==> src/hw/rtl/rqs_queue.sv <==
`timescale 1ns / 1ps
// ----------------------------------------------------------------------------
// rqs_queue
// Two-entry queue of per-read totals between the front and back sequencers.
// ----------------------------------------------------------------------------
`default_nettype none

module rqs_queue #(
  parameter int W = 8
) (
  input  wire logic         clk,
  input  wire logic         rst,
  input  wire logic         push,
  input  wire logic [W-1:0] din,
  output logic              full,
  input  wire logic         pop,
  output logic [W-1:0]      dout,
  output logic              empty
);

  logic [W-1:0] slots [2];
  logic         wp;
  logic         rp;
  logic [1:0]   cnt;

  assign full  = (cnt == 2'd2);
  assign empty = (cnt == 2'd0);
  assign dout  = slots[rp];

  // entry storage
  always_ff @(posedge clk) begin
    if (push) begin
      slots[wp] <= din;
    end
  end

  // pointers and fill level
  always_ff @(posedge clk) begin
    if (rst) begin
      wp  <= 1'b0;
      rp  <= 1'b0;
      cnt <= 2'd0;
    end else begin
      if (push) wp <= ~wp;
      if (pop)  rp <= ~rp;
      if (push && !pop) cnt <= cnt + 2'd1;
      else if (pop && !push) cnt <= cnt - 2'd1;
    end
  end

  a_no_overflow: assert property (@(posedge clk) disable iff (rst) !(push && full && !pop))
    else $error("queue overflow");
  a_no_underflow: assert property (@(posedge clk) disable iff (rst) !(pop && empty))
    else $error("queue underflow");
  a_push_fills: assert property (@(posedge clk) disable iff (rst)
    (push && empty && !pop) |=> !empty)
    else $error("queue lost a pushed read");

endmodule

`default_nettype wire

==> config.mk <==
export PLATFORM = sky130hd
export DESIGN_NAME = rqs_queue
export DESIGN_NICKNAME = d
export VERILOG_FILES = /design/src/hw/rtl/rqs_queue.sv
export SDC_FILE = /design/constraint.sdc
export NUM_CORES = 1
export LEC_CHECK = 0
export BUFFER_PORTS_ARGS = -buffer_cell sky130_fd_sc_hd__buf_2
export CAP_MARGIN = 5
export CORE_MARGIN = 1
export CORE_UTILIZATION = 45
export CTS_CLUSTER_DIAMETER = 60
export DETAILED_ROUTE_END_ITERATION = 10
export PLACE_DENSITY = 0.71
export RECOVER_POWER = 25
export SKIP_LAST_GASP = 1
export SYNTH_ARGS = -nofsm -noshare
export SYNTH_HDL_FRONTEND = slang
export SYNTH_SLANG_ARGS = --single-unit
==> constraint.sdc <==
create_clock -name clk -period 2.2 [get_ports clk]
set_input_delay 0.33 -clock clk [delete_from_list [all_inputs] [get_ports clk]]
set_output_delay 0.33 -clock clk [all_outputs]
set_load 0.05 [all_outputs]
Word level (Yosys, flattened, before mapping)
Memory sizes are Yosys's and may differ from the RTL's. A register that Yosys moved wholly into a read port is not among the register bits.
Index checks and enable logic that the tools add are counted.
{ "word_totals": {"reg_bits": 4, "ramBits": 16, "inputBits": 12, "output_inout_bits": 10, "wordCells": 21, "n_memories": 1} }
{ "classes": {"n_addsub": 2, "eq_ne": 1, "mux": 6, "bitwise_logic": 2, "n_reduce_logical": 6} }
{ "mem_list": {"columns": ["name", "words", "width", "rd", "rd_ports_with_merged_regs", "write_ports", "line", "text"], "rows": [
  ["slots", 2, 8, 1, 1, 1, "21", "logic [W-1:0] slots [2];"]
]} }
{ "op_table": {"columns": ["cell", "count"], "rows": [
  ["1-bit 2-to-1 mux", 4],
  ["2-bit 2-to-1 mux", 2],
  ["2-bit by 1-bit adder with 2-bit output (second input constant)", 1],
  ["2-bit == test (second input constant)", 1],
  ["1-bit logical AND", 2],
  ["1-bit zero test", 2],
  ["2-bit zero test", 1],
  ["1-bit inverter", 2],
  ["2-bit nonzero test", 1],
  ["2-bit by 1-bit subtractor with 2-bit output (second input constant)", 1]
]} }

Depth between registers and ports, before layout
{ "depth": {"ltp_word": 4, "mapped_depth": 5} }

Least setup slack after synthesis
Ideal clock, no wire load.
{ "synth_timing": {"path_type": "register -> output", "startpoint": "register cnt[0]", "endpoint": "output empty", "t_arrival_ns": 0.976, "required_time_ns": 1.870, "setup_slack_ns": 0.894, "path_stages_with_launch": 2, "path_buffers": 0, "path_cell_list": "dfxtp_1 -> nor2_1"} }
{ "synth_via": {"elab_chain_cells": 1} }
{ "synth_rtl": {"columns": ["element", "line", "text"], "rows": [
  ["from (decl)", "24", "logic [1:0] cnt;"],
  ["from (signal assigned)", "46", "if (push && !pop) cnt <= cnt + 2'd1;"],
  ["from (signal assigned)", "47", "else if (pop && !push) cnt <= cnt - 2'd1;"],
  ["2-bit zero test", "27", "assign empty = (cnt == 2'd0);"],
  ["to (decl)", "18", "output logic empty"]
]} }
No other way between the ends.

==> out/results.tsv <==
stage	metric	value	unit
run_status	status	complete, but fails checks	
run_status	violations	design-rule violations	
synthesis	synth_edf_count	16	
placed_design	dp_hpwl	751	um
cells_and_area	drive_gt1_frac	0.444	
power	vdd_drop_max	0.478	mV
detailed_routing	vias_per_cell	5.03	
die	initial_core_util	0.502	
clock_network	cts_tree	done	
timing	slew_headroom	0.760	
worst_setup_path	crit_type	reg2out	
detailed_routing	drcViolationCount	2	
worst_setup_path	crit_fanout	8	
worst_setup_path	crit_required	1.87	ns
cells_and_area	antenna_cells	0	
synthesis	synth_cell_types	15	
clock_network	cts-resized-gates	0	
worst_setup_path	r2r_setup_slack	1.13	ns
detailed_routing	ant_nets	0	
die	core_area	1560	um^2
clock_network	cts.reportedPaths.clkPinSlew	0.11	ns
die	pin_count	22	
synthesis	synth_area_leaders	edfxtp_1 61%, dfxtp_1 13%, mux2_2 12%, nor2_1 2.4%, xnor2_1 2.2%	
timing	maxSlewViolCount	0	
die	rows	14	
timing	clock_skew	0.00506	ns
clock_network	hold_buffers	0	
cells_and_area	seq_area	581	um^2
detailed_routing	wirelength	1050	um
clock_network	post_cts_buffers	0	
die	die_h	43.7	um
timing	setup_viol	0	
synthesis	ys_async_sr_fraction	0	
power	power_frac_clock	0.211	
detailed_routing	avgRoutedWirePerCell	12.0	um
clock_network	worst_skew_pair.late_latency	0.29	ns
worst_setup_path	crit_path_top_delay_cell	dfxtp_1	
clock_network	cts-root-buf	clkbuf_4	
worst_setup_path	path_cells	mux2_2 -> buf_2	
timing	hold_violations	0	
placed_design	gp_congestion	0.682	
power	p_sw_frac	0.291	
detailed_routing	vias	443	
synthesis	synthFlopType	edfxtp_1	
timing	hold-worst-slack	0.221	ns
placed_design	port_buffers	21	
timing	fin_tns_setup	0	ns
worst_setup_path	cp_slowest_stage_delay	0.54	ns
cells_and_area	utilization	0.600	
worst_setup_path	start_kind	flop	
power	leakagePower	0.372	nW
worst_setup_path	end_kind	primary output	
cells_and_area	nets	86	
synthesis	synth_top_area_cell	edfxtp_1	
clock_network	ctsHtreeMaxLevel	1	
clock_network	clockBufferDepth	2	
synthesis	yosysMostFrequentCell	edfxtp_1	
synthesis	synth_seq_cells	21	
timing	fmax	568	MHz
timing	rsz0062_at_grt	false	
flow_run	cap_violations	0	
min_path	hp-class	in2reg	
grt	grt_max_degree	12	
power	seqPwrFrac	0.576	
worst_setup_path	critPathArrivalTime	1.43	ns
synthesis	syn-mean-instance-area	16.7	um^2
synthesis	syn-num-nets	60	
grt	globalRouteTotalUtil	0.130	
power	p_switching	0.240	mW
timing	layout_worst_path_cycle_share	0.800	
synthesis	synth_top_cell_area_share	0.613	
synthesis	ys_seq_area_frac	0.741	
grt	overflow	0	
timing	worst_slew_pin_slew	0.360	ns
worst_setup_path	critPathTopFamily	flip-flops	
clock_network	clock_sinks	21	
synthesis	ys_warn_count	0	
clock_network	cts_made_buffers	3	
detailed_routing	firstDrtPassIters	6	
timing	finalCriticalPeriod	1.76	ns
grt	antenna_found_initial	0	
grt	grt_pass1_vias	437	
cells_and_area	num-fill-cells	128	
worst_setup_path	crit_buf_inv	1	
synthesis	syn_inst	47	
die	die_x	43.7	um
power	p_per_area	881	nW/um^2
cells_and_area	multi_input_area	194	um^2
synthesis	netlist_area	783	um^2
detailed_routing	initialDrtViolationCount	4	
die	die_area	1910	um^2
synthesis	ys_top_cells_by_count	16 x edfxtp_1, 8 x mux2_2, 5 x dfxtp_1, 5 x nor2_1	
grt	grt_pass1_wl	1730	um
power	p_int	0.584	mW
power	power	0.824	mW
cells_and_area	area_growth	19.3	%
power	comb_power_share	0.213	
## registers in the layout, summed over array words and instances, names as in the netlist, named ones only
name and cells:
cnt 2, rp 1, slots 16, wp 1
## cell families (layout without fill, tap and decap cells)
group / after synthesis / count (layout) / share of synthesized area
AND/OR/NAND/NOR: 9 / 9 / 0.0591
flip-flops: 21 / 21 / 0.741
adder cells (fa/ha/maj): 1 / 1 / 0.0160
XOR/XNOR: 4 / 4 / 0.0447
buffers and inverters: 2 / 27 / 0.0112
multiplexers: 8 / 8 / 0.115
AO/OA/AOI/OAI: 2 / 2 / 0.0128
## power groups by stage
stage,clock network (mW),logic (mW),registers [mW]
after global routing,0.192,0.187,0.478
after global placement,0,0.175,0.483
final,0.174,0.176,0.474
after CTS,0.180,0.178,0.475
after floorplan,0,0.141,0.476
after detailed placement,0,0.178,0.484
## stage by stage
| stage | worst slack, ns | instances | cell area [um^2] |
|---|---|---|---|
| final | 0.440 | 88 | 935 |
| after global routing | 0.371 | 88 | 935 |
| after CTS | 0.406 | 88 | 937 |
| after detailed placement | 0.753 | 84 | 911 |
| after global placement | 0.756 | 84 | 911 |
| after floorplan | 0.894 | 47 | 783 |
## layout make-up
cell class              instances  share of cell area
multi-input cells              24               0.207
flip-flops and latches         21               0.621
inverters                       1             0.00402
repair buffers                 22               0.118
clock buffers                   4              0.0281
well taps                      16              0.0214
## routing by layer
metal / global-route usage / routed length, um / vias to the layer above
met2: 0.209 / 504 / 11
met1: 0.156 / 496 / 211
met3: 0.0250 / 43 / 2
met4: 0.0938 / 9 / 0
li1: - / - / 219
met5: 0 / 0 / -
## cell usage in the layout (no fill, tap or decap), types with 2 or more instances in the layout
cell type / n
nor2_1: 5
edfxtp_1: 16
mux2_2: 8
dfxtp_1: 5
clkbuf_1: 3
buf_2: 19
clkbuf_4: 3
xor2_1: 2
xnor2_1: 2
## path summary, 6_finish.rpt
path / endpoint / from / depth (start not counted)
worst min register to register: cnt[1]$_SDFFE_PP0P_ / cnt[1]$_SDFFE_PP0P_ / 2
worst min-delay path: slots[0][0]$_DFFE_PP_ / din[0] / 1
worst max register to register: slots[1][2]$_DFFE_PP_ / wp$_SDFFE_PP0P_ / 1
worst max-delay path: dout[1] / flop / 2
Note: power is estimated with default switching activity, not from simulation.
