--- config.mk ---
export PLATFORM = sky130hd
export DESIGN_NAME = rqs_back
export DESIGN_NICKNAME = d
export VERILOG_FILES = /design/src/hw/rtl/rqs_pkg.sv /design/src/hw/rtl/rqs_div.sv /design/src/hw/rtl/rqs_sqrt.sv /design/src/hw/rtl/rqs_back.sv
export SDC_FILE = /design/constraint.sdc
export NUM_CORES = 2
export LEC_CHECK = 0
export BUFFER_PORTS_ARGS = -buffer_cell sky130_fd_sc_hd__buf_2
export CAP_MARGIN = 20
export CORE_MARGIN = 8
export CORE_UTILIZATION = 55
export CTS_BUF_LIST = sky130_fd_sc_hd__clkbuf_8 sky130_fd_sc_hd__clkbuf_16
export CTS_CLUSTER_DIAMETER = 150
export DETAILED_ROUTE_END_ITERATION = 10
export HOLD_SLACK_MARGIN = 0.05
export PLACE_DENSITY = 0.72
export SYNTH_ARGS = -nofsm -noshare
export SYNTH_HDL_FRONTEND = slang
export SYNTH_HIERARCHICAL = 1
export SYNTH_SLANG_ARGS = --single-unit
--- constraint.sdc ---
create_clock -name clk -period 8.8 [get_ports clk]
set_input_delay 1.76 -clock clk [delete_from_list [all_inputs] [get_ports clk]]
set_output_delay 1.76 -clock clk [all_outputs]
set_load 0.1 [all_outputs]
--- src/hw/rtl/rqs_pkg.sv ---
`timescale 1ns / 1ps
// ----------------------------------------------------------------------------
// rqs_pkg
// Shared constants, state types and the Phred+33 probability table for the
// read quality scorer.
// ----------------------------------------------------------------------------
`default_nettype none

package rqs_pkg;

  // fixed field widths
  localparam int CFG_W      = 11;
  localparam int QUAL_W     = 8;
  localparam int OUT_Q_W    = 23;
  localparam int OUT_L_W    = 20;
  localparam int OUT_DATA_W = 96;

  // arithmetic constants
  localparam int TAB_BITS  = 16;
  localparam int CODE_LO   = 33;
  localparam int CODE_HI   = 126;
  localparam int TAB_DEPTH = 94;
  localparam int PCT       = 100;
  localparam int LEN_BIAS  = 5000;
  localparam int WIN_RESET = 250;

  // front sequencer states
  typedef enum logic [1:0] {
    F_IDLE = 2'b01,
    F_UPD  = 2'b10
  } front_state_t;

  // back sequencer states
  typedef enum logic [8:0] {
    B_IDLE = 9'b000000001,
    B_MEAN = 9'b000000010,
    B_WINQ = 9'b000000100,
    B_LSC  = 9'b000001000,
    B_PROD = 9'b000010000,
    B_SQRT = 9'b000100000,
    B_FAC  = 9'b001000000,
    B_MUL  = 9'b010000000,
    B_OUT  = 9'b100000000
  } back_state_t;

  // probability of a correct call, 16 fraction bits, per quality 0..93
  localparam logic [15:0] QTAB [TAB_DEPTH] = '{
    16'd0,     16'd13479, 16'd24186, 16'd32690, 16'd39446, 16'd44812,
    16'd49074, 16'd52460, 16'd55149, 16'd57286, 16'd58982, 16'd60330,
    16'd61401, 16'd62251, 16'd62927, 16'd63464, 16'd63890, 16'd64228,
    16'd64497, 16'd64711, 16'd64881, 16'd65015, 16'd65122, 16'd65208,
    16'd65275, 16'd65329, 16'd65371, 16'd65405, 16'd65432, 16'd65453,
    16'd65470, 16'd65484, 16'd65495, 16'd65503, 16'd65510, 16'd65515,
    16'd65520, 16'd65523, 16'd65526, 16'd65528, 16'd65529, 16'd65531,
    16'd65532, 16'd65533, 16'd65533, 16'd65534, 16'd65534, 16'd65535,
    16'd65535, 16'd65535, 16'd65535, 16'd65535, 16'd65535, 16'd65535,
    16'd65535, 16'd65535, 16'd65535, 16'd65535, 16'd65535, 16'd65535,
    16'd65535, 16'd65535, 16'd65535, 16'd65535, 16'd65535, 16'd65535,
    16'd65535, 16'd65535, 16'd65535, 16'd65535, 16'd65535, 16'd65535,
    16'd65535, 16'd65535, 16'd65535, 16'd65535, 16'd65535, 16'd65535,
    16'd65535, 16'd65535, 16'd65535, 16'd65535, 16'd65535, 16'd65535,
    16'd65535, 16'd65535, 16'd65535, 16'd65535, 16'd65535, 16'd65535,
    16'd65535, 16'd65535, 16'd65535, 16'd65535
  };

  // codes outside the printable quality range map to zero
  function automatic logic [15:0] code_prob(input logic [QUAL_W-1:0] code);
    logic [15:0] v;
    if (code < QUAL_W'(CODE_LO) || code > QUAL_W'(CODE_HI)) begin
      v = '0;
    end else begin
      v = QTAB[7'(code - QUAL_W'(CODE_LO))];
    end
    return v;
  endfunction

endpackage

`default_nettype wire

--- src/hw/rtl/rqs_div.sv ---
`timescale 1ns / 1ps
// ----------------------------------------------------------------------------
// rqs_div
// Restoring divider, one quotient bit per cycle.
// ----------------------------------------------------------------------------
`default_nettype none

module rqs_div #(
  parameter int NW = 48,
  parameter int DW = 24
) (
  input  wire logic          clk,
  input  wire logic          rst,
  input  wire logic          start,
  input  wire logic [NW-1:0] num,
  input  wire logic [DW-1:0] den,
  output logic               done,
  output logic [NW-1:0]      quo
);

  localparam int CW = $clog2(NW + 1);

  logic          busy;
  logic [CW-1:0] cnt;
  logic [DW-1:0] rem;
  logic [DW-1:0] dq;
  logic [DW:0]   trial;
  logic          fits;

  assign trial = {rem, quo[NW-1]};
  assign fits  = trial >= {1'b0, dq};

  // control
  always_ff @(posedge clk) begin
    if (rst) begin
      busy <= 1'b0;
      done <= 1'b0;
      cnt  <= '0;
    end else begin
      done <= 1'b0;
      if (start) begin
        busy <= 1'b1;
        cnt  <= CW'(NW);
      end else if (busy) begin
        cnt <= cnt - CW'(1);
        if (cnt == CW'(1)) begin
          busy <= 1'b0;
          done <= 1'b1;
        end
      end
    end
  end

  // datapath: dividend shifts out as quotient shifts in
  always_ff @(posedge clk) begin
    if (start) begin
      quo <= num;
      dq  <= den;
      rem <= '0;
    end else if (busy) begin
      rem <= fits ? DW'(trial - {1'b0, dq}) : trial[DW-1:0];
      quo <= {quo[NW-2:0], fits};
    end
  end

endmodule

`default_nettype wire

--- src/hw/rtl/rqs_sqrt.sv ---
`timescale 1ns / 1ps
// ----------------------------------------------------------------------------
// rqs_sqrt
// Digit-by-digit square root, two radicand bits per cycle, rounded to
// nearest as a final step.
// ----------------------------------------------------------------------------
`default_nettype none

module rqs_sqrt #(
  parameter int W = 46
) (
  input  wire logic       clk,
  input  wire logic       rst,
  input  wire logic       start,
  input  wire logic [W-1:0] x,
  output logic            done,
  output logic [W/2:0]    root
);

  localparam int HW = W / 2;
  localparam int RW = HW + 3;
  localparam int CW = $clog2(HW + 1);

  logic          busy;
  logic [CW-1:0] cnt;
  logic [W-1:0]  xs;
  logic [RW-1:0] rem;
  logic [HW-1:0] rt;
  logic [RW-1:0] rem_sh;
  logic [RW-1:0] trial;
  logic          fits;

  assign rem_sh = {rem[RW-3:0], xs[W-1:W-2]};
  assign trial  = RW'({rt, 2'b01});
  assign fits   = rem_sh >= trial;

  // control
  always_ff @(posedge clk) begin
    if (rst) begin
      busy <= 1'b0;
      done <= 1'b0;
      cnt  <= '0;
    end else begin
      done <= 1'b0;
      if (start) begin
        busy <= 1'b1;
        cnt  <= CW'(HW);
      end else if (busy) begin
        if (cnt == '0) begin
          busy <= 1'b0;
          done <= 1'b1;
        end else begin
          cnt <= cnt - CW'(1);
        end
      end
    end
  end

  // one root bit per step, then round
  always_ff @(posedge clk) begin
    if (start) begin
      xs  <= x;
      rem <= '0;
      rt  <= '0;
    end else if (busy) begin
      if (cnt != '0) begin
        xs  <= {xs[W-3:0], 2'b00};
        rem <= fits ? rem_sh - trial : rem_sh;
        rt  <= {rt[HW-2:0], fits};
      end else begin
        root <= (rem > RW'(rt)) ? (HW+1)'(rt) + (HW+1)'(1) : (HW+1)'(rt);
      end
    end
  end

endmodule

`default_nettype wire

--- src/hw/rtl/rqs_back.sv ---
`timescale 1ns / 1ps
// ----------------------------------------------------------------------------
// rqs_back
// Per-read finishing: mean and window quality, length score, square root,
// window factor and final score, then the output register.
// ----------------------------------------------------------------------------
`default_nettype none

module rqs_back #(
  parameter int WINDOW_MAX   = 1024,
  parameter int MAX_READ_LEN = 1048575,
  parameter int FRAC_BITS    = 16
) (
  input  wire logic                        clk,
  input  wire logic                        rst,
  input  wire logic                        q_empty,
  output logic                             q_pop,
  input  wire logic [$clog2(MAX_READ_LEN+1)-1:0] rec_len,
  input  wire logic [FRAC_BITS+$clog2(MAX_READ_LEN+1):0] rec_tot,
  input  wire logic [FRAC_BITS+$clog2(WINDOW_MAX+1):0]   rec_min,
  input  wire logic [$clog2(WINDOW_MAX+1)-1:0] rec_aw,
  input  wire logic                        rec_sat,
  output logic                             m_tvalid,
  input  wire logic                        m_tready,
  output logic [rqs_pkg::OUT_DATA_W-1:0]   m_tdata
);

  localparam int AWW  = $clog2(WINDOW_MAX + 1);
  localparam int LENW = $clog2(MAX_READ_LEN + 1);
  localparam int PBW  = FRAC_BITS + 1;
  localparam int WINW = PBW + AWW;
  localparam int QW   = FRAC_BITS + 7;
  localparam int SW   = 2 * QW;
  localparam int NA   = FRAC_BITS + LENW + 8;
  localparam int NB   = 2 * FRAC_BITS + 9;
  localparam int NC   = FRAC_BITS + AWW + 9;
  localparam int NAB  = (NA > NB) ? NA : NB;
  localparam int NW   = ((NAB > NC) ? NAB : NC) + 1;
  localparam int DA   = ((LENW > 13) ? LENW : 13) + 1;
  localparam int DB   = QW + 1;
  localparam int DW   = (DA > DB) ? DA : DB;
  localparam int MW   = QW + 1 + PBW;

  rqs_pkg::back_state_t state;

  logic [LENW-1:0] r_len;
  logic [WINW-1:0] r_min;
  logic [AWW-1:0]  r_aw;
  logic            r_sat;
  logic [QW-1:0]   mean;
  logic [QW-1:0]   winq;
  logic [QW-1:0]   lsc;
  logic [SW-1:0]   sq_x;
  logic [QW:0]     root;
  logic [PBW-1:0]  factor;
  logic [QW:0]     score;
  logic            div_start;
  logic [NW-1:0]   div_num;
  logic [DW-1:0]   div_den;
  logic            div_done;
  logic [NW-1:0]   div_quo;
  logic [QW-1:0]   quo_q;
  logic            sq_start;
  logic            sq_done;
  logic [QW:0]     sq_root;
  logic            load;
  logic [DW-1:0]   len_den;
  logic [NW-1:0]   lsc_num;
  logic [MW-1:0]   fin_prod;

  assign q_pop   = (state == rqs_pkg::B_IDLE) && !q_empty;
  assign quo_q   = div_quo[QW-1:0];
  assign load    = (state == rqs_pkg::B_OUT) && (!m_tvalid || m_tready);
  assign len_den = DW'(r_len) + DW'(rqs_pkg::LEN_BIAS);
  assign lsc_num = ((NW'(r_len) * NW'(rqs_pkg::PCT)) << FRAC_BITS) + NW'(len_den >> 1);
  assign fin_prod = MW'(root) * MW'(factor) + MW'(1 << (FRAC_BITS - 1));

  rqs_div #(.NW(NW), .DW(DW)) u_div (
    .clk   (clk),
    .rst   (rst),
    .start (div_start),
    .num   (div_num),
    .den   (div_den),
    .done  (div_done),
    .quo   (div_quo)
  );

  rqs_sqrt #(.W(SW)) u_sqrt (
    .clk   (clk),
    .rst   (rst),
    .start (sq_start),
    .x     (sq_x),
    .done  (sq_done),
    .root  (sq_root)
  );

  // finishing sequencer
  always_ff @(posedge clk) begin
    if (rst) begin
      state     <= rqs_pkg::B_IDLE;
      div_start <= 1'b0;
      sq_start  <= 1'b0;
    end else begin
      div_start <= 1'b0;
      sq_start  <= 1'b0;
      unique case (state)
        rqs_pkg::B_IDLE: begin
          if (!q_empty) begin
            div_num   <= NW'(rec_tot) * NW'(rqs_pkg::PCT) + NW'(rec_len >> 1);
            div_den   <= DW'(rec_len);
            div_start <= 1'b1;
            state     <= rqs_pkg::B_MEAN;
          end
        end
        rqs_pkg::B_MEAN: begin
          if (div_done) begin
            if (32'(r_len) > 32'(r_aw)) begin
              div_num   <= NW'(r_min) * NW'(rqs_pkg::PCT) + NW'(r_aw >> 1);
              div_den   <= DW'(r_aw);
              div_start <= 1'b1;
              state     <= rqs_pkg::B_WINQ;
            end else if (quo_q == '0) begin
              state <= rqs_pkg::B_OUT;
            end else begin
              div_num   <= lsc_num;
              div_den   <= len_den;
              div_start <= 1'b1;
              state     <= rqs_pkg::B_LSC;
            end
          end
        end
        rqs_pkg::B_WINQ: begin
          if (div_done) begin
            if (mean == '0) begin
              state <= rqs_pkg::B_OUT;
            end else begin
              div_num   <= lsc_num;
              div_den   <= len_den;
              div_start <= 1'b1;
              state     <= rqs_pkg::B_LSC;
            end
          end
        end
        rqs_pkg::B_LSC: begin
          if (div_done) begin
            state <= rqs_pkg::B_PROD;
          end
        end
        rqs_pkg::B_PROD: begin
          sq_start <= 1'b1;
          state    <= rqs_pkg::B_SQRT;
        end
        rqs_pkg::B_SQRT: begin
          if (sq_done) begin
            if (winq >= mean) begin
              state <= rqs_pkg::B_MUL;
            end else begin
              div_num   <= ((NW'(mean) + NW'(winq)) << FRAC_BITS) + NW'(mean);
              div_den   <= DW'(mean) << 1;
              div_start <= 1'b1;
              state     <= rqs_pkg::B_FAC;
            end
          end
        end
        rqs_pkg::B_FAC: begin
          if (div_done) begin
            state <= rqs_pkg::B_MUL;
          end
        end
        rqs_pkg::B_MUL: begin
          state <= rqs_pkg::B_OUT;
        end
        rqs_pkg::B_OUT: begin
          if (load) begin
            state <= rqs_pkg::B_IDLE;
          end
        end
        default: state <= rqs_pkg::B_IDLE;
      endcase
    end
  end

  // per-read working registers
  always_ff @(posedge clk) begin
    if (q_pop) begin
      r_len <= rec_len;
      r_min <= rec_min;
      r_aw  <= rec_aw;
      r_sat <= rec_sat;
    end
    if (state == rqs_pkg::B_MEAN && div_done) begin
      mean <= quo_q;
      if (32'(r_len) <= 32'(r_aw)) begin
        winq <= quo_q;
      end
      if (quo_q == '0) begin
        score <= '0;
      end
    end
    if (state == rqs_pkg::B_WINQ && div_done) begin
      winq <= quo_q;
      if (mean == '0) begin
        score <= '0;
      end
    end
    if (state == rqs_pkg::B_LSC && div_done) begin
      lsc <= quo_q;
    end
    if (state == rqs_pkg::B_PROD) begin
      sq_x <= SW'(lsc) * SW'(mean);
    end
    if (state == rqs_pkg::B_SQRT && sq_done) begin
      root <= sq_root;
      factor <= PBW'(1) << FRAC_BITS;
    end
    if (state == rqs_pkg::B_FAC && div_done) begin
      factor <= div_quo[PBW-1:0];
    end
    if (state == rqs_pkg::B_MUL) begin
      score <= (QW+1)'(fin_prod >> FRAC_BITS);
    end
  end

  // output register
  always_ff @(posedge clk) begin
    if (rst) begin
      m_tvalid <= 1'b0;
    end else if (load) begin
      m_tvalid <= 1'b1;
    end else if (m_tready) begin
      m_tvalid <= 1'b0;
    end
  end

  always_ff @(posedge clk) begin
    if (load) begin
      m_tdata <= {6'b0, r_sat,
                  rqs_pkg::OUT_L_W'(r_len),
                  rqs_pkg::OUT_Q_W'(winq),
                  rqs_pkg::OUT_Q_W'(mean),
                  rqs_pkg::OUT_Q_W'(score)};
    end
  end

  a_div_idle_start: assert property (@(posedge clk) disable iff (rst)
    div_start |-> (state == rqs_pkg::B_MEAN || state == rqs_pkg::B_WINQ ||
                   state == rqs_pkg::B_LSC || state == rqs_pkg::B_FAC))
    else $error("divider started outside a divide step");
  a_pop_leaves_idle: assert property (@(posedge clk) disable iff (rst)
    q_pop |=> state == rqs_pkg::B_MEAN)
    else $error("read popped without starting the mean");
  a_load_holds: assert property (@(posedge clk) disable iff (rst)
    (m_tvalid && !m_tready) |-> !load)
    else $error("result overwritten while stalled");

endmodule

`default_nettype wire

* Word-level counts from Yosys, hierarchy flattened *
Index checks and enable logic that the tools add are counted.
W data, S select, Z words.

storage, ports and cells
  register bits = 638
  latch bits = 0
  memory bits (writable) = 0
  bits in read-only memories = 0
  input bits = 101
  output and inout bits = 98
  memories = 0

operators by class
  $add $sub $neg = 12
  $mul = 5
  div/mod/pow operators = 0
  magnitude comparators = 6
  eq/ne operators = 21
  shift operators = 0
  mux-type cells = 73
  bitwise operators = 6
  reduce and logical (&&, ||, !) cells = 34

operator list
  operator                  number
  $mux W45                  10
  $mux W24                  14
  $pmux W45 S4              1
  $mux W46                  3
  $pmux W24 S4              1
  $mux W23                  4
  $mux W9                   10
  $pmux W9 S9               1
  $logic_not A23 Y1         2
  $mul A23 B23 Y46          1
  $add A44 B19 Y45          1
  $add A43 B20 Y44          1
  $mul A37 B5 Y42 const B   1
  $add A40 B23 Y41          1
  $add A40 B16 Y40 const B  1
  $mul A24 B17 Y40          1
  $add A35 B10 Y36          1
  $mux W17                  2
  $mul A28 B5 Y33 const B   1
  $ge A26 B25 Y1            1
  $gt A26 B23 Y1            1
  $mux W26                  1
  $sub A26 B25 Y26          1
  $ge A25 B24 Y1            1
  other kinds (42)          95

* Logic depth before layout (Yosys ltp) *
  depth in word-level cells = 6
  gate-level depth with buffers = 29
  mapped depth without buffers = 27

* By module *
Netlist, hierarchy kept.

by module, submodules not included
  module    instances  cells an instance  area each (um^2)
  rqs_back  1          6354               59634.7
  rqs_sqrt  1          635                6792.8
  rqs_div   1          496                5350.1

* Worst setup path after synthesis *
OpenSTA, ideal clock, no wires.

  kind = input-to-output
  start point = input q_empty
  end point = output q_pop
  arrival = 5.770 ns
  slack = 1.270 ns
  cell stages on the path = 1
  buffers on the path = 0
  path through = nor2b_1

on the way
  word-level cells in the longest chain between the ends = 2

RTL lines
  element              line            text
  start, declared      rqs_back.sv:16  input wire logic q_empty,
  $logic_not A1 Y1     -
  $logic_and A1 B1 Y1  rqs_back.sv:71  assign q_pop = (state == rqs_pkg::B_IDLE) && !q_empty;
  end, declared        rqs_back.sv:17  output logic q_pop,

No other way between the ends.

* Worst setup path after layout *
  start point = register lsc[6]
  end point = register sq_x[45], data pin

on the way
  word-level cells in the longest chain between the ends = 1

RTL lines
  element                 line             text
  start, declared         rqs_back.sv:52   logic [QW-1:0] lsc;
  start signal, assigned  rqs_back.sv:207  lsc <= quo_q;
  $mul A23 B23 Y46        rqs_back.sv:210  sq_x <= SW'(lsc) * SW'(mean);
  end signal, assigned    rqs_back.sv:210
  end, declared           rqs_back.sv:53   logic [SW-1:0] sq_x;

No other way between the ends.
A chain may end at the register's enable or synchronous reset.

==> results.md <==
* Core Area at 129500 um2
* Syn avg cell area at 9.590 um2
* Placer congestion estimate at 0.9920
* Initial antenna violation count at 10
* Post-synth EDFFs at 512
* Share of layout cells above drive strength 1 at 7.980%
* Fmax at 0.1194 GHz
* Vias post-DR at 53920
* Initial Utilization at 55.43%
* Via/cell ratio at 5.742
* Most common cell in the netlist: inv_1
* Clock Sinks at 635
* Drc violations at 0
* Post-synth ARST share at 0%
* Pwr Total at 13930 uW
* CTS tree: yes
* Synthesized area at 71780 um2
* Crit-path slowest cell: edfxtp_1
* Setup bufs post-CTS at 0
* Clock Skews at 0.04400 ns
* Max-slew violations at 0
* Hold path endpoint: root[15]
* Average routed wire per standard cell at 21.34 um
* Core Util, Final at 59.61%
* Unrepaired setup endpoints after global routing: no
* Pin count of the biggest net entering global routing at 71
* Reg clk slew, reported paths at 0.06 ns
* Min-delay worst type: register to register
* Layout Nets at 9244
* Worst slew pin tran at 1.159 ns
* Hold Buf Count CTS at 0
* Crit-path leading delay family: adder cells
* Syn. warnings at 6
* Seq/Total Area, Yosys at 24.85%
* Critical Path Sink Type: register
* PwrDens at 180.4 nW/um2
* Die area at 142300 um2
* Status: finished, final reports clean
* Final WL at 200400 um
* Mapped Cells at 7485
* Register-to-register setup slack at 0.43 ns
* Leakage power total at 0.03631 uW
* Hold WS at 0.4097 ns
* Filler cells at 11180
* Post_cts resized at 0
* Most frequent CP cell: fa_1
* Root Buffer: clkbuf_16
* WP data required at 9.21 ns
* Worst path max stage delay at 0.83 ns
* Type of element launching the critical path: register
* H-tree levels at 3
* DRT iter0 DRCs at 4436
* Hold Violations, Final at 0
* Dpl cells at 9246
* #FFs+latches synth at 635
* Fin cells at 9391
* Fin crit share at 95.16%
* Hold_sp: u_sqrt/root[15]
* Synth top area share at 23.48%
* Top FF cell, synth: edfxtp_1
* Total track usage at 28.16%
* Clock Tree Buf Depth at 3
* Worst r2r path cells at 25
* Post-route ant nets at 0
* Gr ovfl total at 0
* Worst EP arrival at 8.78 ns
* Total of max-cap violations at 0
* Slew margin rel. at 22.75%
* Fin crit period at 8.374 ns
* Die Y at 377.3 um
* Fin Setup TNS at 0 ns
* TritonCTS Buffers at 74
* Clock latency on the worst-skew pair at 0.70 ns
* Critical R2R Launch: lsc[6]
* Most instantiated cells after synthesis: inv_1 (1419), fa_1 (842), nand2_1 (815), ha_1 (718), edfxtp_1 (512)
* Yosys cell types at 111
* Area growth syn-to-layout at 7.532%
* Hold path depth at 0
* Final Setup Violations at 0
* Vias in the first global route at 56030
* HPWL after DPL at 158400 um
* Max IR drop VDD at 0.0002019 V
* Synth area leaders: fa_1 (23%), edfxtp_1 (21%), ha_1 (13%)
* Worst-path maximum fanout at 19
* Die width at 377.3 um
* Crit path buf inv count at 6
* IO buf count at 192
* Global-route wire length before repair at 314300 um
* Rows at 132
* R2R Path End: sq_x[45]
* Pre-antenna DRT Iters at 6
* WS Path Type: register to register
* Total I/O pin count at 199
* Synth area leader: fa_1
-- routing by layer --
metal / wire (um) / vias up / part of all wire [%] / GRT usage (%)
met4: 11510 / 8 / 5.7 / 14.08
met2: 93220 / 2222 / 47 / 46.24
met3: 15840 / 501 / 7.9 / 5.240
met5: 55 / - / 0.027 / 0
met1: 79810 / 26540 / 40 / 35.80
li1: - / 24650 / - / -
-- cell families after synthesis --
family | synth area share [%]
and+or+nand+nor | 14.33
buffers and inverters | 9.078
adders and majority gates | 36.00
AOI/OAI and AO/OA | 9.854
DFF | 24.85
xor gates and xnor gates | 4.051
muxes | 1.836
other | 0.005224
-- registers in the layout, summed over array words and instances (netlist names), 24 cells and up --
register,count
div_num,45
m_tdata,90
r_min,28
root,24
sq_x,46
u_div/dq,24
u_div/quo,45
u_div/rem,24
u_sqrt/rem,26
u_sqrt/root,24
u_sqrt/xs,46
-- area by class of cell --
type / instances / area (um2) / share of cell area (%)
inverter: 1421 / 5334 / 6.911
timing repair buffer: 299 / 1817 / 2.354
clock inverter: 61 / 605.6 / 0.7846
antenna: 5 / 12.51 / 0.01621
multi-input combinational: 5152 / 47500 / 61.55
sequential: 635 / 17840 / 23.12
tap: 1742 / 2180 / 2.824
clock buffer: 76 / 1891 / 2.449
-- worst reg2reg max path, cell delays in order (launching register included) --
cell and delay (ns):
edfxtp_1 0.83, buf_4 0.26, nand2_1 0.07, fa_1 0.53, inv_1 0.06, fa_1 0.50, inv_1 0.06, fa_1 0.47
inv_1 0.05, fa_1 0.50, fa_1 0.52, fa_1 0.54, inv_1 0.06, fa_1 0.52, inv_1 0.04, ha_1 0.38
and4_1 0.23, and2_1 0.17, a221oi_1 0.38, a31oi_1 0.25, a311oi_1 0.60, o21ai_1 0.28, a21oi_1 0.37, o21ai_0 0.14
a21oi_1 0.19, xnor2_1 0.09
-- power by group --
part	total, uW	internal, uW	switching, uW
Sequential	4090	3720	367
Combinational	6670	2550	4120
Clock	3170	1810	1360
Total	13900	8080	5850
-- stage by stage --
step	setup WS [ns]	instance area, um2
after detailed placement	0.4835	74600
after global placement	0.6354	74600
after floorplan	1.270	71800
after CTS	0.4416	77100
final	0.4262	77180
after global routing	0.003791	77170
-- layout by cell type (no fill, tap or decap), types with 15 or more instances in the layout --
master	count
nand4_1	53
o22ai_1	42
a21oi_1	291
o21a_1	34
nand2b_1	39
a21o_1	117
nor4_1	43
o21bai_1	33
nor2b_1	40
clkbuf_16	75
mux2_2	92
nor3_1	93
inv_1	1428
and2_1	411
o211ai_1	37
nor2_1	285
mux2i_1	27
nor3b_1	17
and3_1	53
a31o_2	15
fa_1	842
buf_4	104
a31oi_1	38
nand2_1	815
edfxtp_1	512
ha_1	718
xnor2_1	214
a211oi_1	47
a211o_1	17
xor2_1	118
a32oi_1	17
dfxtp_1	121
or3_1	33
o21ai_1	30
buf_2	192
o21ai_0	156
nand3_1	82
-- worst max-delay path by stage --
stage	end	depth (start not counted)	slack, ns	startpoint
2_1_floorplan	q_pop	1	1.27	q_empty
3_3_place_gp	sq_x[45]	25	0.64	lsc[6]
3_5_place_dp	sq_x[45]	25	0.48	lsc[6]
4_1_cts	sq_x[45]	25	0.44	lsc[6]
5_1_grt	sq_x[39]	25	0.004	lsc[6]
6_report	sq_x[45]	25	0.43	lsc[6]
Power figures use the tool's default switching activity.
